===== config.mk =====
export PLATFORM = sky130hd
export DESIGN_NAME = bytecode_peephole_filter
export DESIGN_NICKNAME = d
export VERILOG_FILES = /design/src/hdl/bpf_pkg.sv /design/src/hdl/bytecode_peephole_filter.sv /design/src/hdl/bpf_queue.sv /design/src/hdl/bpf_front.sv /design/src/hdl/bpf_stage.sv
export SDC_FILE = /design/constraint.sdc
export NUM_CORES = 2
export LEC_CHECK = 0
export ABC_AREA = 1
export BUFFER_PORTS_ARGS = -buffer_cell sky130_fd_sc_hd__buf_2
export CORE_MARGIN = 2
export CORE_UTILIZATION = 50
export CTS_CLUSTER_DIAMETER = 100
export DETAILED_ROUTE_END_ITERATION = 6
export PLACE_DENSITY = 0.69
export RECOVER_POWER = 50
export SKIP_LAST_GASP = 1
export SYNTH_ARGS = -nofsm -noshare
export SYNTH_HDL_FRONTEND = slang
export SYNTH_SLANG_ARGS = --single-unit

===== constraint.sdc =====
create_clock -name clock -period 9.8 [get_ports clock]
set_clock_uncertainty 0.2 [all_clocks]
set_input_delay 1.96 -clock clock [delete_from_list [all_inputs] [get_ports clock]]
set_output_delay 1.96 -clock clock [all_outputs]
set_load 0.005 [all_outputs]

===== src/hdl/bpf_pkg.sv =====
// ---------------------------------------------------------------------------
// Bytecode peephole filter package
// Shared beat types, opcode classification and sizing constants.
// ---------------------------------------------------------------------------
package bpf_pkg;

   // Number of cascaded peephole passes (1..8).
   localparam int PASSES = 4;

   // Bound on a merged Pop run; the run count saturates at POP_CAP (1..255).
   localparam int MAX_POP_RUN = 255;
   localparam int POP_CAP = (MAX_POP_RUN < 1) ? 1 : ((MAX_POP_RUN > 255) ? 255 : MAX_POP_RUN);
   localparam logic [7:0] POP_CAP_B = POP_CAP[7:0];

   // Small queues between parts; depth is a power of two.
   localparam int QUEUE_DEPTH = 4;
   localparam int QUEUE_AW = $clog2(QUEUE_DEPTH);

   // Configuration register indexes.
   typedef enum logic [2:0] {
      CSR_POP_CODE         = 3'd0,
      CSR_DUP_CODE         = 3'd1,
      CSR_LOAD_LOCAL_CODE  = 3'd2,
      CSR_STORE_LOCAL_CODE = 3'd3,
      CSR_RETURN_CODE      = 3'd4
   } csr_index_type;

   typedef struct packed {
      logic [7:0] pop_code;
      logic [7:0] dup_code;
      logic [7:0] load_local_code;
      logic [7:0] store_local_code;
      logic [7:0] return_code;
   } csr_type;

   typedef struct packed {
      logic [7:0]  opcode;
      logic [15:0] local_index;
      logic [31:0] payload;
      logic        last;
   } req_type;

   typedef struct packed {
      logic [7:0]  out_opcode;
      logic [15:0] out_index;
      logic [31:0] out_payload;
      logic [7:0]  repeat_res;
      logic        run_overflow;
      logic        out_last;
   } rsp_type;

   // Raw opcode matches; priority among them is applied by the pass logic.
   typedef struct packed {
      logic is_pop;
      logic is_dup;
      logic is_ld;
      logic is_st;
      logic is_ret;
   } cls_type;

   // One beat between the parts. live=0 is an end marker that only flushes.
   typedef struct packed {
      logic        live;
      logic [7:0]  opcode;
      logic [15:0] index;
      logic [31:0] payload;
      logic [7:0]  rep;
      logic        ovf;
      logic        last;
      cls_type     cls;
   } item_type;

   function automatic cls_type classify(input logic [7:0] op, input csr_type cfg);
      cls_type c;
      c.is_pop = (op == cfg.pop_code);
      c.is_dup = (op == cfg.dup_code);
      c.is_ld  = (op == cfg.load_local_code);
      c.is_st  = (op == cfg.store_local_code);
      c.is_ret = (op == cfg.return_code);
      return c;
   endfunction

endpackage


===== src/hdl/bytecode_peephole_filter.sv =====
// ---------------------------------------------------------------------------
// Bytecode peephole filter
// Reduces a stream of stack-machine instructions with cascaded peephole passes.
// ---------------------------------------------------------------------------
// The filter takes one instruction beat per cycle while full is low and, once the
// pipeline is primed and no result stalls, passes one beat per cycle through each
// of PASSES identical passes. A pass that must send out a held instruction and the
// new instruction that displaced it sends the held one first while the new beat
// waits, so a beat that expands into two results holds up that pass. A result can
// also wait while a pass holds a Dup, LdLoc or Pop run for the following
// instruction. A held instruction leaves only when the next one arrives or when
// its method ends, so mark the final instruction with last. Write the opcode
// registers only while the filter is idle.
// ---------------------------------------------------------------------------
module bytecode_peephole_filter (
   input  logic             clock,
   input  logic             reset,
   // instruction beats
   input  logic             push,
   input  bpf_pkg::req_type req_data,
   output logic             full,
   // result beats
   output logic             empty,
   input  logic             pop,
   output bpf_pkg::rsp_type rsp_data,
   // opcode registers
   input  logic             csr_valid,
   output logic             csr_ready,
   input  logic [2:0]       csr_index,
   input  logic [7:0]       csr_data
);
   import bpf_pkg::*;

   csr_type  csr_ff, csr_in;

   // front end to classify queue
   logic     fe_valid, fe_ready, q_full;
   item_type fe_item;

   // pass chain: position 0 is the classify queue head, PASSES is the last pass
   logic     chain_valid [PASSES+1];
   logic     chain_ready [PASSES+1];
   item_type chain_item  [PASSES+1];
   logic     q_empty;

   // result queue
   logic     rq_full, rq_push;
   item_type rq_head;

   // Take register writes every cycle; unknown indexes are dropped.
   assign csr_ready = 1'b1;

   always_comb begin
      csr_in = csr_ff;
      if (csr_valid) begin
         unique case (csr_index_type'(csr_index))
            CSR_POP_CODE:         csr_in.pop_code         = csr_data;
            CSR_DUP_CODE:         csr_in.dup_code         = csr_data;
            CSR_LOAD_LOCAL_CODE:  csr_in.load_local_code  = csr_data;
            CSR_STORE_LOCAL_CODE: csr_in.store_local_code = csr_data;
            CSR_RETURN_CODE:      csr_in.return_code      = csr_data;
            default:              csr_in = csr_ff;
         endcase
      end
   end

   always_ff @(posedge clock) begin
      if (reset) begin
         csr_ff.pop_code         <= 8'd0;
         csr_ff.dup_code         <= 8'd1;
         csr_ff.load_local_code  <= 8'd2;
         csr_ff.store_local_code <= 8'd3;
         csr_ff.return_code      <= 8'd4;
      end else begin
         csr_ff <= csr_in;
      end
   end

   // Accept and classify.
   bpf_front u_front (
      .clock     (clock),
      .reset     (reset),
      .csr_cfg   (csr_ff),
      .req_push  (push),
      .req_data  (req_data),
      .req_full  (full),
      .out_valid (fe_valid),
      .out_item  (fe_item),
      .out_ready (fe_ready)
   );

   assign fe_ready = !q_full;

   // Decouple the front end from the passes.
   bpf_queue u_class_queue (
      .clock     (clock),
      .reset     (reset),
      .push      (fe_valid),
      .push_item (fe_item),
      .full      (q_full),
      .pop       (chain_ready[0]),
      .pop_item  (chain_item[0]),
      .empty     (q_empty)
   );

   assign chain_valid[0] = !q_empty;

   // Cascade the passes; each advances a beat when the next one takes it.
   for (genvar s = 0; s < PASSES; s++) begin : g_pass
      bpf_stage u_stage (
         .clock     (clock),
         .reset     (reset),
         .csr_cfg   (csr_ff),
         .in_valid  (chain_valid[s]),
         .in_item   (chain_item[s]),
         .in_ready  (chain_ready[s]),
         .out_valid (chain_valid[s+1]),
         .out_item  (chain_item[s+1]),
         .out_ready (chain_ready[s+1])
      );
   end

   // Drop end markers; queue real results for the consumer.
   assign rq_push            = chain_valid[PASSES] && chain_item[PASSES].live && !rq_full;
   assign chain_ready[PASSES] = !chain_item[PASSES].live || !rq_full;

   bpf_queue u_result_queue (
      .clock     (clock),
      .reset     (reset),
      .push      (rq_push),
      .push_item (chain_item[PASSES]),
      .full      (rq_full),
      .pop       (pop),
      .pop_item  (rq_head),
      .empty     (empty)
   );

   always_comb begin
      rsp_data.out_opcode   = rq_head.opcode;
      rsp_data.out_index    = rq_head.index;
      rsp_data.out_payload  = rq_head.payload;
      rsp_data.repeat_res   = rq_head.rep;
      rsp_data.run_overflow = rq_head.ovf;
      rsp_data.out_last     = rq_head.last;
   end

endmodule


===== src/hdl/bpf_queue.sv =====
// ---------------------------------------------------------------------------
// Beat queue
// Small first-in first-out buffer of beats between the parts of the filter.
// ---------------------------------------------------------------------------
module bpf_queue (
   input  logic              clock,
   input  logic              reset,
   input  logic              push,
   input  bpf_pkg::item_type push_item,
   output logic              full,
   input  logic              pop,
   output bpf_pkg::item_type pop_item,
   output logic              empty
);
   import bpf_pkg::*;

   item_type              mem_ff [QUEUE_DEPTH];
   logic [QUEUE_AW-1:0]   wr_ptr_ff, wr_ptr_in;
   logic [QUEUE_AW-1:0]   rd_ptr_ff, rd_ptr_in;
   logic [QUEUE_AW:0]     count_ff, count_in;
   logic                  do_push, do_pop;

   assign full     = (count_ff == QUEUE_DEPTH[QUEUE_AW:0]);
   assign empty    = (count_ff == '0);
   assign pop_item = mem_ff[rd_ptr_ff];
   assign do_push  = push && !full;
   assign do_pop   = pop && !empty;

   always_comb begin
      wr_ptr_in = do_push ? wr_ptr_ff + 1'b1 : wr_ptr_ff;
      rd_ptr_in = do_pop ? rd_ptr_ff + 1'b1 : rd_ptr_ff;
      count_in  = count_ff;
      if (do_push && !do_pop) begin
         count_in = count_ff + 1'b1;
      end else if (do_pop && !do_push) begin
         count_in = count_ff - 1'b1;
      end
   end

   always_ff @(posedge clock) begin
      if (reset) begin
         wr_ptr_ff <= '0;
         rd_ptr_ff <= '0;
         count_ff  <= '0;
      end else begin
         wr_ptr_ff <= wr_ptr_in;
         rd_ptr_ff <= rd_ptr_in;
         count_ff  <= count_in;
      end
   end

   always_ff @(posedge clock) begin
      if (do_push) begin
         mem_ff[wr_ptr_ff] <= push_item;
      end
   end

endmodule


===== src/hdl/bpf_front.sv =====
// ---------------------------------------------------------------------------
// Filter front end
// Accept instruction beats and tag them with their opcode class.
// ---------------------------------------------------------------------------
module bpf_front (
   input  logic              clock,
   input  logic              reset,
   input  bpf_pkg::csr_type  csr_cfg,
   input  logic              req_push,
   input  bpf_pkg::req_type  req_data,
   output logic              req_full,
   output logic              out_valid,
   output bpf_pkg::item_type out_item,
   input  logic              out_ready
);
   import bpf_pkg::*;

   logic     valid_ff, valid_in;
   item_type item_ff, item_in;
   item_type decoded;
   logic     accept;

   assign req_full  = valid_ff && !out_ready;
   assign accept    = req_push && !req_full;
   assign out_valid = valid_ff;
   assign out_item  = item_ff;

   always_comb begin
      decoded.live    = 1'b1;
      decoded.opcode  = req_data.opcode;
      decoded.index   = req_data.local_index;
      decoded.payload = req_data.payload;
      decoded.rep     = 8'd1;
      decoded.ovf     = 1'b0;
      decoded.last    = req_data.last;
      decoded.cls     = classify(req_data.opcode, csr_cfg);

      if (accept) begin
         valid_in = 1'b1;
         item_in  = decoded;
      end else begin
         valid_in = valid_ff && !out_ready;
         item_in  = item_ff;
      end
   end

   always_ff @(posedge clock) begin
      if (reset) begin
         valid_ff <= 1'b0;
      end else begin
         valid_ff <= valid_in;
      end
   end

   always_ff @(posedge clock) begin
      item_ff <= item_in;
   end

endmodule


===== src/hdl/bpf_stage.sv =====
// ---------------------------------------------------------------------------
// Peephole pass
// One pass of the rewrite rules: holds at most one pending instruction or
// Pop run and emits at most one beat per cycle into its output register.
// ---------------------------------------------------------------------------
module bpf_stage (
   input  logic              clock,
   input  logic              reset,
   input  bpf_pkg::csr_type  csr_cfg,
   input  logic              in_valid,
   input  bpf_pkg::item_type in_item,
   output logic              in_ready,
   output logic              out_valid,
   output bpf_pkg::item_type out_item,
   input  logic              out_ready
);
   import bpf_pkg::*;

   logic        held_valid_ff, held_valid_in;
   logic [7:0]  held_op_ff, held_op_in;
   logic [15:0] held_idx_ff, held_idx_in;
   logic [31:0] held_pay_ff, held_pay_in;
   logic [7:0]  held_pend_ff, held_pend_in;
   logic        held_ovf_ff, held_ovf_in;

   logic        out_valid_ff, out_valid_in;
   item_type    out_item_ff, out_item_in;

   logic        adv, consume, emit;
   logic        held_plain, held_run, cancel, merge;
   cls_type     held_cls;
   item_type    held_beat, run_beat, plain_beat, marker_beat, emit_beat;
   logic [7:0]  rep_eff;
   logic [8:0]  sum;

   assign adv       = !out_valid_ff || out_ready;
   assign in_ready  = consume;
   assign out_valid = out_valid_ff;
   assign out_item  = out_item_ff;

   // Held item view and the merged Pop run.
   always_comb begin
      held_cls   = classify(held_op_ff, csr_cfg);
      held_plain = held_valid_ff && (held_pend_ff == '0);
      held_run   = held_valid_ff && (held_pend_ff != '0);
      cancel     = (held_cls.is_dup && in_item.cls.is_pop) ||
                   (held_cls.is_ld && in_item.cls.is_st && (held_idx_ff == in_item.index));

      held_beat.live    = 1'b1;
      held_beat.opcode  = held_op_ff;
      held_beat.index   = held_idx_ff;
      held_beat.payload = held_pay_ff;
      held_beat.rep     = held_run ? held_pend_ff : 8'd1;
      held_beat.ovf     = held_run && held_ovf_ff;
      held_beat.last    = 1'b0;
      held_beat.cls     = held_cls;

      marker_beat      = '0;
      marker_beat.last = 1'b1;

      plain_beat     = in_item;
      plain_beat.rep = 8'd1;
      plain_beat.ovf = 1'b0;

      // A Dup that eats one Pop of a run leaves the rest of the run.
      merge   = held_run;
      rep_eff = held_plain ? in_item.rep - 8'd1 : in_item.rep;
      sum     = {1'b0, merge ? held_pend_ff : 8'd0} + {1'b0, rep_eff};

      run_beat      = merge ? held_beat : in_item;
      run_beat.last = 1'b1;
      run_beat.ovf  = in_item.ovf || (merge && held_ovf_ff);
      if (sum == '0) begin
         run_beat.rep = 8'd1;
      end else if (sum > {1'b0, POP_CAP_B}) begin
         run_beat.rep = POP_CAP_B;
         run_beat.ovf = 1'b1;
      end else begin
         run_beat.rep = sum[7:0];
      end
   end

   // Rule selection.
   always_comb begin
      consume       = 1'b0;
      emit          = 1'b0;
      emit_beat     = held_beat;
      held_valid_in = held_valid_ff;
      held_op_in    = held_op_ff;
      held_idx_in   = held_idx_ff;
      held_pay_in   = held_pay_ff;
      held_pend_in  = held_pend_ff;
      held_ovf_in   = held_ovf_ff;

      if (adv && in_valid) begin
         priority if (!in_item.live) begin
            // end marker: flush what is held, else pass the marker on
            consume = 1'b1;
            if (held_valid_ff) begin
               emit           = 1'b1;
               emit_beat.last = 1'b1;
               held_valid_in  = 1'b0;
            end else if (in_item.last) begin
               emit      = 1'b1;
               emit_beat = in_item;
            end
         end else if ((held_plain && !cancel) ||
                      (held_run && !in_item.cls.is_pop && !in_item.cls.is_ret)) begin
            // send the held item out first; the new beat waits
            emit          = 1'b1;
            held_valid_in = 1'b0;
         end else if (held_plain && !(in_item.cls.is_pop && (in_item.rep > 8'd1))) begin
            // pair cancelled outright
            consume       = 1'b1;
            held_valid_in = 1'b0;
            if (in_item.last) begin
               emit      = 1'b1;
               emit_beat = marker_beat;
            end
         end else if (in_item.cls.is_pop) begin
            consume = 1'b1;
            if (in_item.last) begin
               emit          = 1'b1;
               emit_beat     = run_beat;
               held_valid_in = 1'b0;
            end else begin
               held_valid_in = 1'b1;
               held_op_in    = run_beat.opcode;
               held_idx_in   = run_beat.index;
               held_pay_in   = run_beat.payload;
               held_pend_in  = run_beat.rep;
               held_ovf_in   = run_beat.ovf;
            end
         end else begin
            // a Pop run before a Ret is dropped here
            consume       = 1'b1;
            held_valid_in = 1'b0;
            if ((in_item.cls.is_dup || in_item.cls.is_ld) && !in_item.last) begin
               held_valid_in = 1'b1;
               held_op_in    = in_item.opcode;
               held_idx_in   = in_item.index;
               held_pay_in   = in_item.payload;
               held_pend_in  = 8'd0;
               held_ovf_in   = 1'b0;
            end else begin
               emit      = 1'b1;
               emit_beat = plain_beat;
            end
         end
      end

      out_valid_in = adv ? emit : out_valid_ff;
      out_item_in  = adv ? emit_beat : out_item_ff;
   end

   always_ff @(posedge clock) begin
      if (reset) begin
         held_valid_ff <= 1'b0;
         out_valid_ff  <= 1'b0;
      end else begin
         held_valid_ff <= held_valid_in;
         out_valid_ff  <= out_valid_in;
      end
   end

   always_ff @(posedge clock) begin
      held_op_ff   <= held_op_in;
      held_idx_ff  <= held_idx_in;
      held_pay_ff  <= held_pay_in;
      held_pend_ff <= held_pend_in;
      held_ovf_ff  <= held_ovf_in;
      out_item_ff  <= out_item_in;
   end

endmodule


# Word level (Yosys, flattened, before mapping)
# Memory sizes are Yosys's and may differ from the RTL's. A register that Yosys moved wholly into a read port is not among the register bits.
# Index checks and enable logic that the tools add are counted.
[word_totals]
regBits = 673
mem_bits_rw = 536
in_bits = 73
out_inout_bits = 69
elab_cells = 540
memories = 2
[mem_list]
columns = ["memory", "words", "width", "rd", "rd_ports_with_merged_regs", "wr", "line_no", "text"]
rows = [
  ["u_result_queue.mem_ff", 4, 72, 1, 1, 1, "bpf_queue.sv:17", "item_type mem_ff [QUEUE_DEPTH];"],
  ["u_class_queue.mem_ff", 4, 62, 1, 1, 1, "bpf_queue.sv:17", ""],
]
[op_classes]
n_addsub = 16
magnitude_cmp = 8
eq_ne = 39
n_mux = 221
bitwise = 8
n_reduce_logical = 149
[ops]
columns = ["cell", "n"]
rows = [
  ["$mux W72", 32],
  ["$mux W71", 8],
  ["$mux W32", 12],
  ["$mux W8", 44],
  ["$mux W66", 4],
  ["$eq A8 B8 Y1", 25],
  ["$mux W16", 12],
  ["$mux W1", 97],
  ["$eq A16 B16 Y1", 4],
  ["$logic_and A1 B1 Y1", 64],
  ["$add A8 B8 Y9", 4],
  ["$gt A9 B8 Y1 const B", 4],
  ["$logic_not A9 Y1", 4],
  ["$logic_not A1 Y1", 34],
  ["$logic_not A8 Y1", 4],
  ["$reduce_bool A8 Y1", 4],
  ["$gt A8 B1 Y1 const B", 3],
  ["$reduce_and A6 Y1", 4],
  ["$sub A8 B1 Y8 const B", 3],
  ["$logic_or A1 B1 Y1", 20],
  ["$mux W5", 4],
  ["$mux W3", 4],
  ["$reduce_bool A2 Y1", 6],
  ["$reduce_and A2 Y1", 5],
  ["13 further kinds", 36],
]

# Longest topological paths before layout
[logic_depth]
depth_word = 23
mapped_depth = 27
ltp_nobuf = 26

# By module
# A second synthesis with hierarchy kept.
[unflattened]
cells_unflattened = 7992
area_unflattened_um2 = 69978.4
[modules_own_cells]
columns = ["mod", "n_inst", "cells_each", "area_per_inst_um2", "seq_area_each_um2"]
rows = [
  ["bpf_queue", 2, 766, 11582.4, 8828.5],
  ["bpf_stage at g_pass[2].u_stage ...", 2, 1551, 10876.7, 4154.0],
  ["bpf_stage at g_pass[1].u_stage", 1, 1535, 10919.2, 4154.0],
  ["bpf_stage at g_pass[0].u_stage", 1, 1296, 9763.1, 4154.0],
  ["bpf_front", 1, 284, 2752.6, 1881.8],
  ["bytecode_peephole_filter", 1, 243, 1625.3, 800.8],
]

# Worst setup path after synthesis
# OpenSTA, ideal clock, no wires.
[synth_timing]
path_type = "register to register"
from = "register g_pass[3].u_stage.out_item_ff (netlist bit g_pass[3].u_stage.out_item[71])"
to = "register g_pass[2].u_stage.held_idx_ff[0] (enable)"
setup_ps = 571
arrival_time_ps = 8863
required_ps = 9029
path_slack_ps = 166
stages_incl_launch_ff = 10
synth_period_minus_slack_ps = 9634
path_cell_list = "edfxtp_1 nand3_1 nand2_1 inv_1 nand2_1 nand2_2 nand2_1 nor2_1 inv_1 nor3_1"
[synth_via]
elab_chain_cells = 8
[synth_rtl]
columns = ["item", "line_no", "text"]
rows = [
  ["start, declared", "bpf_stage.sv:27", "item_type out_item_ff, out_item_in;"],
  ["start signal, assigned", "bpf_stage.sv:172", "out_item_ff <= out_item_in;"],
  ["$logic_not A1 Y1", "bytecode_peephole_filter.sv:125", "assign chain_ready[PASSES] = !chain_item[PASSES].live || !rq_full;"],
  ["$logic_or A1 B1 Y1", "bytecode_peephole_filter.sv:125", ""],
  ["$logic_or A1 B1 Y1", "bpf_stage.sv:36", "assign adv = !out_valid_ff || out_ready;"],
  ["$logic_and A1 B1 Y1", "bpf_stage.sv:95", "if (adv && in_valid) begin"],
  ["$mux W1", "bpf_stage.sv:95", ""],
  ["$logic_or A1 B1 Y1", "bpf_stage.sv:36", ""],
  ["$logic_and A1 B1 Y1", "bpf_stage.sv:95", ""],
  ["$reduce_and A6 Y1 (no source line)", "--", ""],
  ["end signal, assigned", "bpf_stage.sv:168", "held_idx_ff <= held_idx_in;"],
  ["end, declared", "bpf_stage.sv:21", "logic [15:0] held_idx_ff, held_idx_in;"],
]
# Every way passes these cells.
# A chain may end at the register's enable or synchronous reset.

# Worst setup path in the final report
[layout_timing]
from = "register g_pass[2].u_stage.out_item_ff (netlist bit g_pass[2].u_stage.out_item[4])"
to = "register g_pass[0].u_stage.held_pay_ff[5] (enable)"
[layout_via]
elab_chain_cells = 17
[layout_rtl]
columns = ["item", "line_no", "text"]
rows = [
  ["start, declared", "bpf_stage.sv:27", ""],
  ["start signal, assigned", "bpf_stage.sv:172", ""],
  ["$logic_and A1 B1 Y1", "bpf_stage.sv:46", "cancel = (held_cls.is_dup && in_item.cls.is_pop) ||"],
  ["$logic_or A1 B1 Y1", "bpf_stage.sv:46", ""],
  ["$logic_not A1 Y1", "bpf_stage.sv:107", "end else if ((held_plain && !cancel) ||"],
  ["$logic_and A1 B1 Y1", "bpf_stage.sv:107", ""],
  ["$logic_or A1 B1 Y1 *", "bpf_stage.sv:107", ""],
  ["$mux W1 *", "bpf_stage.sv:107", ""],
  ["$mux W1 *", "bpf_stage.sv:96", "priority if (!in_item.live) begin"],
  ["$mux W1 *", "bpf_stage.sv:95", ""],
  ["(+2 left out)", "--", ""],
  ["$mux W1 *", "bpf_stage.sv:95", ""],
  ["$logic_or A1 B1 Y1 *", "bpf_stage.sv:36", ""],
  ["$logic_and A1 B1 Y1 *", "bpf_stage.sv:95", ""],
  ["$mux W1 *", "bpf_stage.sv:95", ""],
  ["$logic_or A1 B1 Y1 *", "bpf_stage.sv:36", ""],
  ["net g_pass[0].u_stage.adv", "bpf_stage.sv:29", "logic adv, consume, emit;"],
  ["$logic_and A1 B1 Y1 *", "bpf_stage.sv:95", ""],
  ["$reduce_and A6 Y1 (no source line) *", "--", ""],
  ["end signal, assigned", "bpf_stage.sv:169", "held_pay_ff <= held_pay_in;"],
  ["end, declared", "bpf_stage.sv:22", "logic [31:0] held_pay_ff, held_pay_in;"],
]
# The timed path passes the listed nets; every way through them passes the cells marked *.

==> impl_results.html <==
<table>
<tr><th>Metric</th><th>Value</th></tr>
<tr><th colspan="2">Worst setup path</th></tr>
<tr><td>Critical path startpoint</td><td>g_pass[2].u_stage.out_item[4]$_DFFE_PN_</td></tr>
<tr><td>Data arrival time of the critical path</td><td>7350 ps</td></tr>
<tr><td>Type of element capturing the critical path</td><td>register</td></tr>
<tr><td>Critical Setup Path Class</td><td>reg -&gt; reg</td></tr>
<tr><td>Crit Reg-Reg Startpoint</td><td>g_pass[2].u_stage.out_item[4]$_DFFE_PN_</td></tr>
<tr><td>Critical-path maximum fanout</td><td>76</td></tr>
<tr><td>Register-to-register setup slack</td><td>2640 ps</td></tr>
<tr><td>Required time of the critical path</td><td>9990 ps</td></tr>
<tr><td>Worst r2r dst</td><td>g_pass[0].u_stage.held_pay_ff[5]$_DFFE_PP_</td></tr>
<tr><td>Capture point of the critical path</td><td>g_pass[0].u_stage.held_pay_ff[5]$_DFFE_PP_</td></tr>
<tr><td>Startpoint kind of the worst setup timing path</td><td>register</td></tr>
<tr><td>Worst reg2reg path depth</td><td>17</td></tr>
<tr><th colspan="2">Layout</th></tr>
<tr><td>Synthesis-to-finish area growth</td><td>9.102%</td></tr>
<tr><td>Final-stage net count</td><td>6921</td></tr>
<tr><td>Fraction of final layout cells sized beyond drive strength 1</td><td>6.702%</td></tr>
<tr><td>Antenna diodes</td><td>0</td></tr>
<tr><td>Non-filler instance count after layout</td><td>8558</td></tr>
<tr><th colspan="2">Global routing</th></tr>
<tr><td>Met3 global-route usage</td><td>4.419%</td></tr>
<tr><td>Global routing met2 resource utilization</td><td>42.88%</td></tr>
<tr><td>Overflow left after global routing</td><td>0</td></tr>
<tr><td>Pin count of the biggest net entering global routing</td><td>119</td></tr>
<tr><td>Global-route wire length before repair</td><td>280400 um</td></tr>
<tr><td>Number of antenna violations at the first check in global routing</td><td>0</td></tr>
<tr><td>Vias in the first global route</td><td>48610</td></tr>
<tr><td>Total track usage</td><td>27.18%</td></tr>
<tr><td>Busiest layer in global routing</td><td>met2</td></tr>
<tr><td>Global-route met1 utilization</td><td>38.37%</td></tr>
<tr><th colspan="2">Clocking</th></tr>
<tr><td>H-tree Lvls</td><td>4</td></tr>
<tr><td>Cts repair resizes</td><td>0</td></tr>
<tr><td>Later-pin clock latency in the skew report</td><td>780 ps</td></tr>
<tr><td>TritonCTS clock tree</td><td>yes</td></tr>
<tr><td>TritonCTS sink count</td><td>1184</td></tr>
<tr><td>Number of buffers added to fix hold violations after cts</td><td>0</td></tr>
<tr><td>Setup fix buffers added after clock tree synthesis</td><td>0</td></tr>
<tr><td>Clock-pin slew reported for the worst setup and hold paths after clock tree synthesis</td><td>60 ps</td></tr>
<tr><td>Maximum root-to-sink buffer count</td><td>3</td></tr>
<tr><td>Number of buffers added by the clock tree synthesis step</td><td>131</td></tr>
<tr><td>Clk root buf</td><td>clkbuf_16</td></tr>
<tr><th colspan="2">Placement</th></tr>
<tr><td>Post-Place Worst Slack</td><td>4470 ps</td></tr>
<tr><td>Count of placed standard cells including taps</td><td>8321</td></tr>
<tr><td>Detailed Place HPWL</td><td>113000 um</td></tr>
<tr><td>Buffers on Ports</td><td>140</td></tr>
<tr><td>Last weighted congestion value of the routability-driven placer</td><td>0.9515</td></tr>
<tr><th colspan="2">Synth</th></tr>
<tr><td>Top flip-flop cell by instance count after synthesis</td><td>edfxtp_1</td></tr>
<tr><td>Sequential share of the synthesized area</td><td>55.35%</td></tr>
<tr><td>Most common cell in the netlist</td><td>nand2_1</td></tr>
<tr><td>Avg Synthesized Cell Area</td><td>9.059 um2</td></tr>
<tr><td>Count of flip-flops with a built-in enable after synthesis</td><td>1117</td></tr>
<tr><td>Most area-consuming cells after synthesis</td><td>edfxtp_1 53%, nand2_1 7.7%, o21ai_0 6.3%</td></tr>
<tr><td>Cell type with the largest total area after synthesis</td><td>edfxtp_1</td></tr>
<tr><td>Netlist cell types</td><td>63</td></tr>
<tr><td>Synth Register Bits</td><td>1184</td></tr>
<tr><td>Synth top area share</td><td>53.22%</td></tr>
<tr><td>Top cell types by occurrence after synthesis</td><td>1288 x nand2_1, 1117 x edfxtp_1, 797 x o21ai_0</td></tr>
<tr><td>Gate Count Post-Synth</td><td>6957</td></tr>
<tr><td>Warning count from the yosys run</td><td>0</td></tr>
<tr><td>Post-synthesis async set-or-reset flop share</td><td>0%</td></tr>
<tr><td>Net count after synthesis</td><td>7074</td></tr>
<tr><td>Netlist Area Pre-Place</td><td>63030 um2</td></tr>
<tr><th colspan="2">Routing</th></tr>
<tr><td>Number of DRC violations after detailed-routing iteration 0</td><td>6840</td></tr>
<tr><td>Via count</td><td>52500</td></tr>
<tr><td>Via/cell ratio</td><td>6.134</td></tr>
<tr><td>Routed wire length per instance</td><td>21.05 um</td></tr>
<tr><td>Wire length reported by the detailed router</td><td>180200 um</td></tr>
<tr><td>Antenna Violating Nets Remaining</td><td>0</td></tr>
<tr><td>Total DRC errors in the routed layout</td><td>16</td></tr>
<tr><td>Pre-antenna DRT Iters</td><td>7</td></tr>
<tr><th colspan="2">STA</th></tr>
<tr><td>FMAX</td><td>139.6 MHz</td></tr>
<tr><td>Final hold vios</td><td>0</td></tr>
<tr><td>Slew headroom</td><td>-164.1%</td></tr>
<tr><td>Unrepaired setup endpoints after global routing</td><td>false</td></tr>
<tr><td>Post-route minimum period</td><td>7163 ps</td></tr>
<tr><td>Setup-failing EPs final</td><td>0</td></tr>
<tr><td>Fin worst setup slack</td><td>2637 ps</td></tr>
<tr><td>Period Utilization, post-route</td><td>73.10%</td></tr>
<tr><td>Transition time at the pin with the least slew margin</td><td>3961 ps</td></tr>
<tr><td>Count of final max-slew check failures</td><td>649</td></tr>
<tr><td>Hold slack final</td><td>273.4 ps</td></tr>
<tr><td>TNS Setup</td><td>0 ps</td></tr>
<tr><th colspan="2">Outcome</th></tr>
<tr><td>Outcome</td><td>finished with violations</td></tr>
<tr><td>Failing checks</td><td>design-rule violations, max-capacitance violations, max-slew violations</td></tr>
<tr><th colspan="2">Die</th></tr>
<tr><td>IO Count</td><td>142</td></tr>
<tr><td>Area of the die</td><td>128900 um2</td></tr>
<tr><td>Initial Util</td><td>50.26%</td></tr>
<tr><td>Core Area</td><td>125400 um2</td></tr>
<tr><td>Number of core rows</td><td>130</td></tr>
<tr><td>Die height</td><td>359.0 um</td></tr>
<tr><td>Die outline width</td><td>359.0 um</td></tr>
<tr><th colspan="2">Power</th></tr>
<tr><td>Power density over the cells</td><td>277.9 nW/um2</td></tr>
<tr><td>Overall power of the completed layout</td><td>19.11 mW</td></tr>
<tr><td>Static Leakage</td><td>26.08 nW</td></tr>
<tr><td>Worst IR drop on VDD</td><td>0.2625 mV</td></tr>
<tr><th colspan="2">Min path</th></tr>
<tr><td>Worst min-delay path class</td><td>reg -&gt; reg</td></tr>
<tr><th colspan="2">Job</th></tr>
<tr><td>Max-cap viol count</td><td>12</td></tr>
</table>
[sequential cells by signal (all words and copies together), names as in the netlist, named ones only]
name                          count
u_result_queue.wr_ptr_ff          2
u_class_queue.rd_ptr_ff           2
u_result_queue.mem_ff           264
u_class_queue.count_ff            3
u_front.out_valid                 1
u_class_queue.mem_ff            248
u_result_queue.rd_ptr_ff          2
g_pass.u_stage.held_pend_ff      32
g_pass.u_stage.held_ovf_ff        4
g_pass.u_stage.held_pay_ff      128
g_pass.u_stage.out_item         283
g_pass.u_stage.out_valid          4
u_front.out_item                 62
u_result_queue.count_ff           3
csr_ff                           40
u_class_queue.wr_ptr_ff           2
g_pass.u_stage.held_valid_ff      4
g_pass.u_stage.held_op_ff        32
g_pass.u_stage.held_idx_ff       64
[cell usage in the layout (no fill, tap or decap), drive strengths merged, types with 82 or more instances in the layout]
master / synthesis / final
o22ai: 419 / 419
nand2: 1292 / 1292
inv: 592 / 597
o21ai: 811 / 811
a21oi: 549 / 549
nand4: 82 / 82
xor2: 82 / 82
nand3: 245 / 245
clkbuf: 402 / 188
o221ai: 103 / 103
edfxtp: 1117 / 1117
buf: 109 / 202
nor2: 612 / 612
[through the flow]
stage	instance area (um2)	util, %
5_1_grt	68760	54.83
6_report	68760	54.83
3_5_place_dp	64550	51.47
3_3_place_gp	64550	51.47
4_1_cts	68890	54.93
2_1_floorplan	63030	-
[layout make-up]
cell class / count / area (um2)
sequential: 1184 / 34890
fill: 10970 / 56650
tap: 1650 / 2064
clock buffer: 165 / 3501
timing repair buffer: 225 / 1280
inverter: 600 / 2257
clock inverter: 72 / 842.1
multi-input combinational: 4662 / 23930
[layer usage]
layer | wire, um | part of all wire [%]
met5 | 0 | 0
met4 | 5040 | 2.8
met3 | 16690 | 9.3
met2 | 82180 | 46
met1 | 76280 | 42
[power breakdown]
group / switching, mW / internal, mW / total [mW]
Clock: 2.07 / 2.93 / 4.99
Combinational: 4.48 / 2.11 / 6.59
Sequential: 0.812 / 6.71 / 7.52
[cell families (layout without fill, tap and decap cells)]
group | Yosys count | in the layout | share of synthesized area, %
AOI/OAI and AO/OA | 2152 | 2152 | 19.83
xor gates and xnor gates | 148 | 148 | 2.057
adders and majority gates | 44 | 44 | 0.9331
buffers and inverters | 1111 | 1062 | 6.821
DFF | 1184 | 1184 | 55.35
muxes | 3 | 3 | 0.04963
other | 1 | 1 | 0.005950
and+or+nand+nor | 2314 | 2314 | 14.95
[worst max-delay path, stage by stage, from the launching register on]
cell and delay (ps):
edfxtp_1 320, clkbuf_1 1440, o21ai_0 270, a21oi_1 210, nand3_1 90, nor2_1 280, nor2_1 80, nand2_1 70
nand2_1 150, nand2_1 120, nand2_1 90, nand2_1 750, a21boi_2 290, o21ai_4 280, buf_4 770, nand4_1 280
inv_2 280, buf_4 650
[worst min path at each step]
stage,start,to,slack [ps],depth (start not counted)
final,u_result_queue.rd_ptr_ff[1]$_SDFFE_PP0P_,register,270,2
after global routing,u_result_queue.rd_ptr_ff[1]$_SDFFE_PP0P_,register,310,2
after CTS,u_result_queue.rd_ptr_ff[1]$_SDFFE_PP0P_,register,260,2
after detailed placement,u_result_queue.rd_ptr_ff[1]$_SDFFE_PP0P_,register,250,2
after global placement,u_result_queue.rd_ptr_ff[1]$_SDFFE_PP0P_,register,240,2
after floorplan,u_result_queue.rd_ptr_ff[1]$_SDFFE_PP0P_,register,240,2
(Power assumes the default switching activity.)
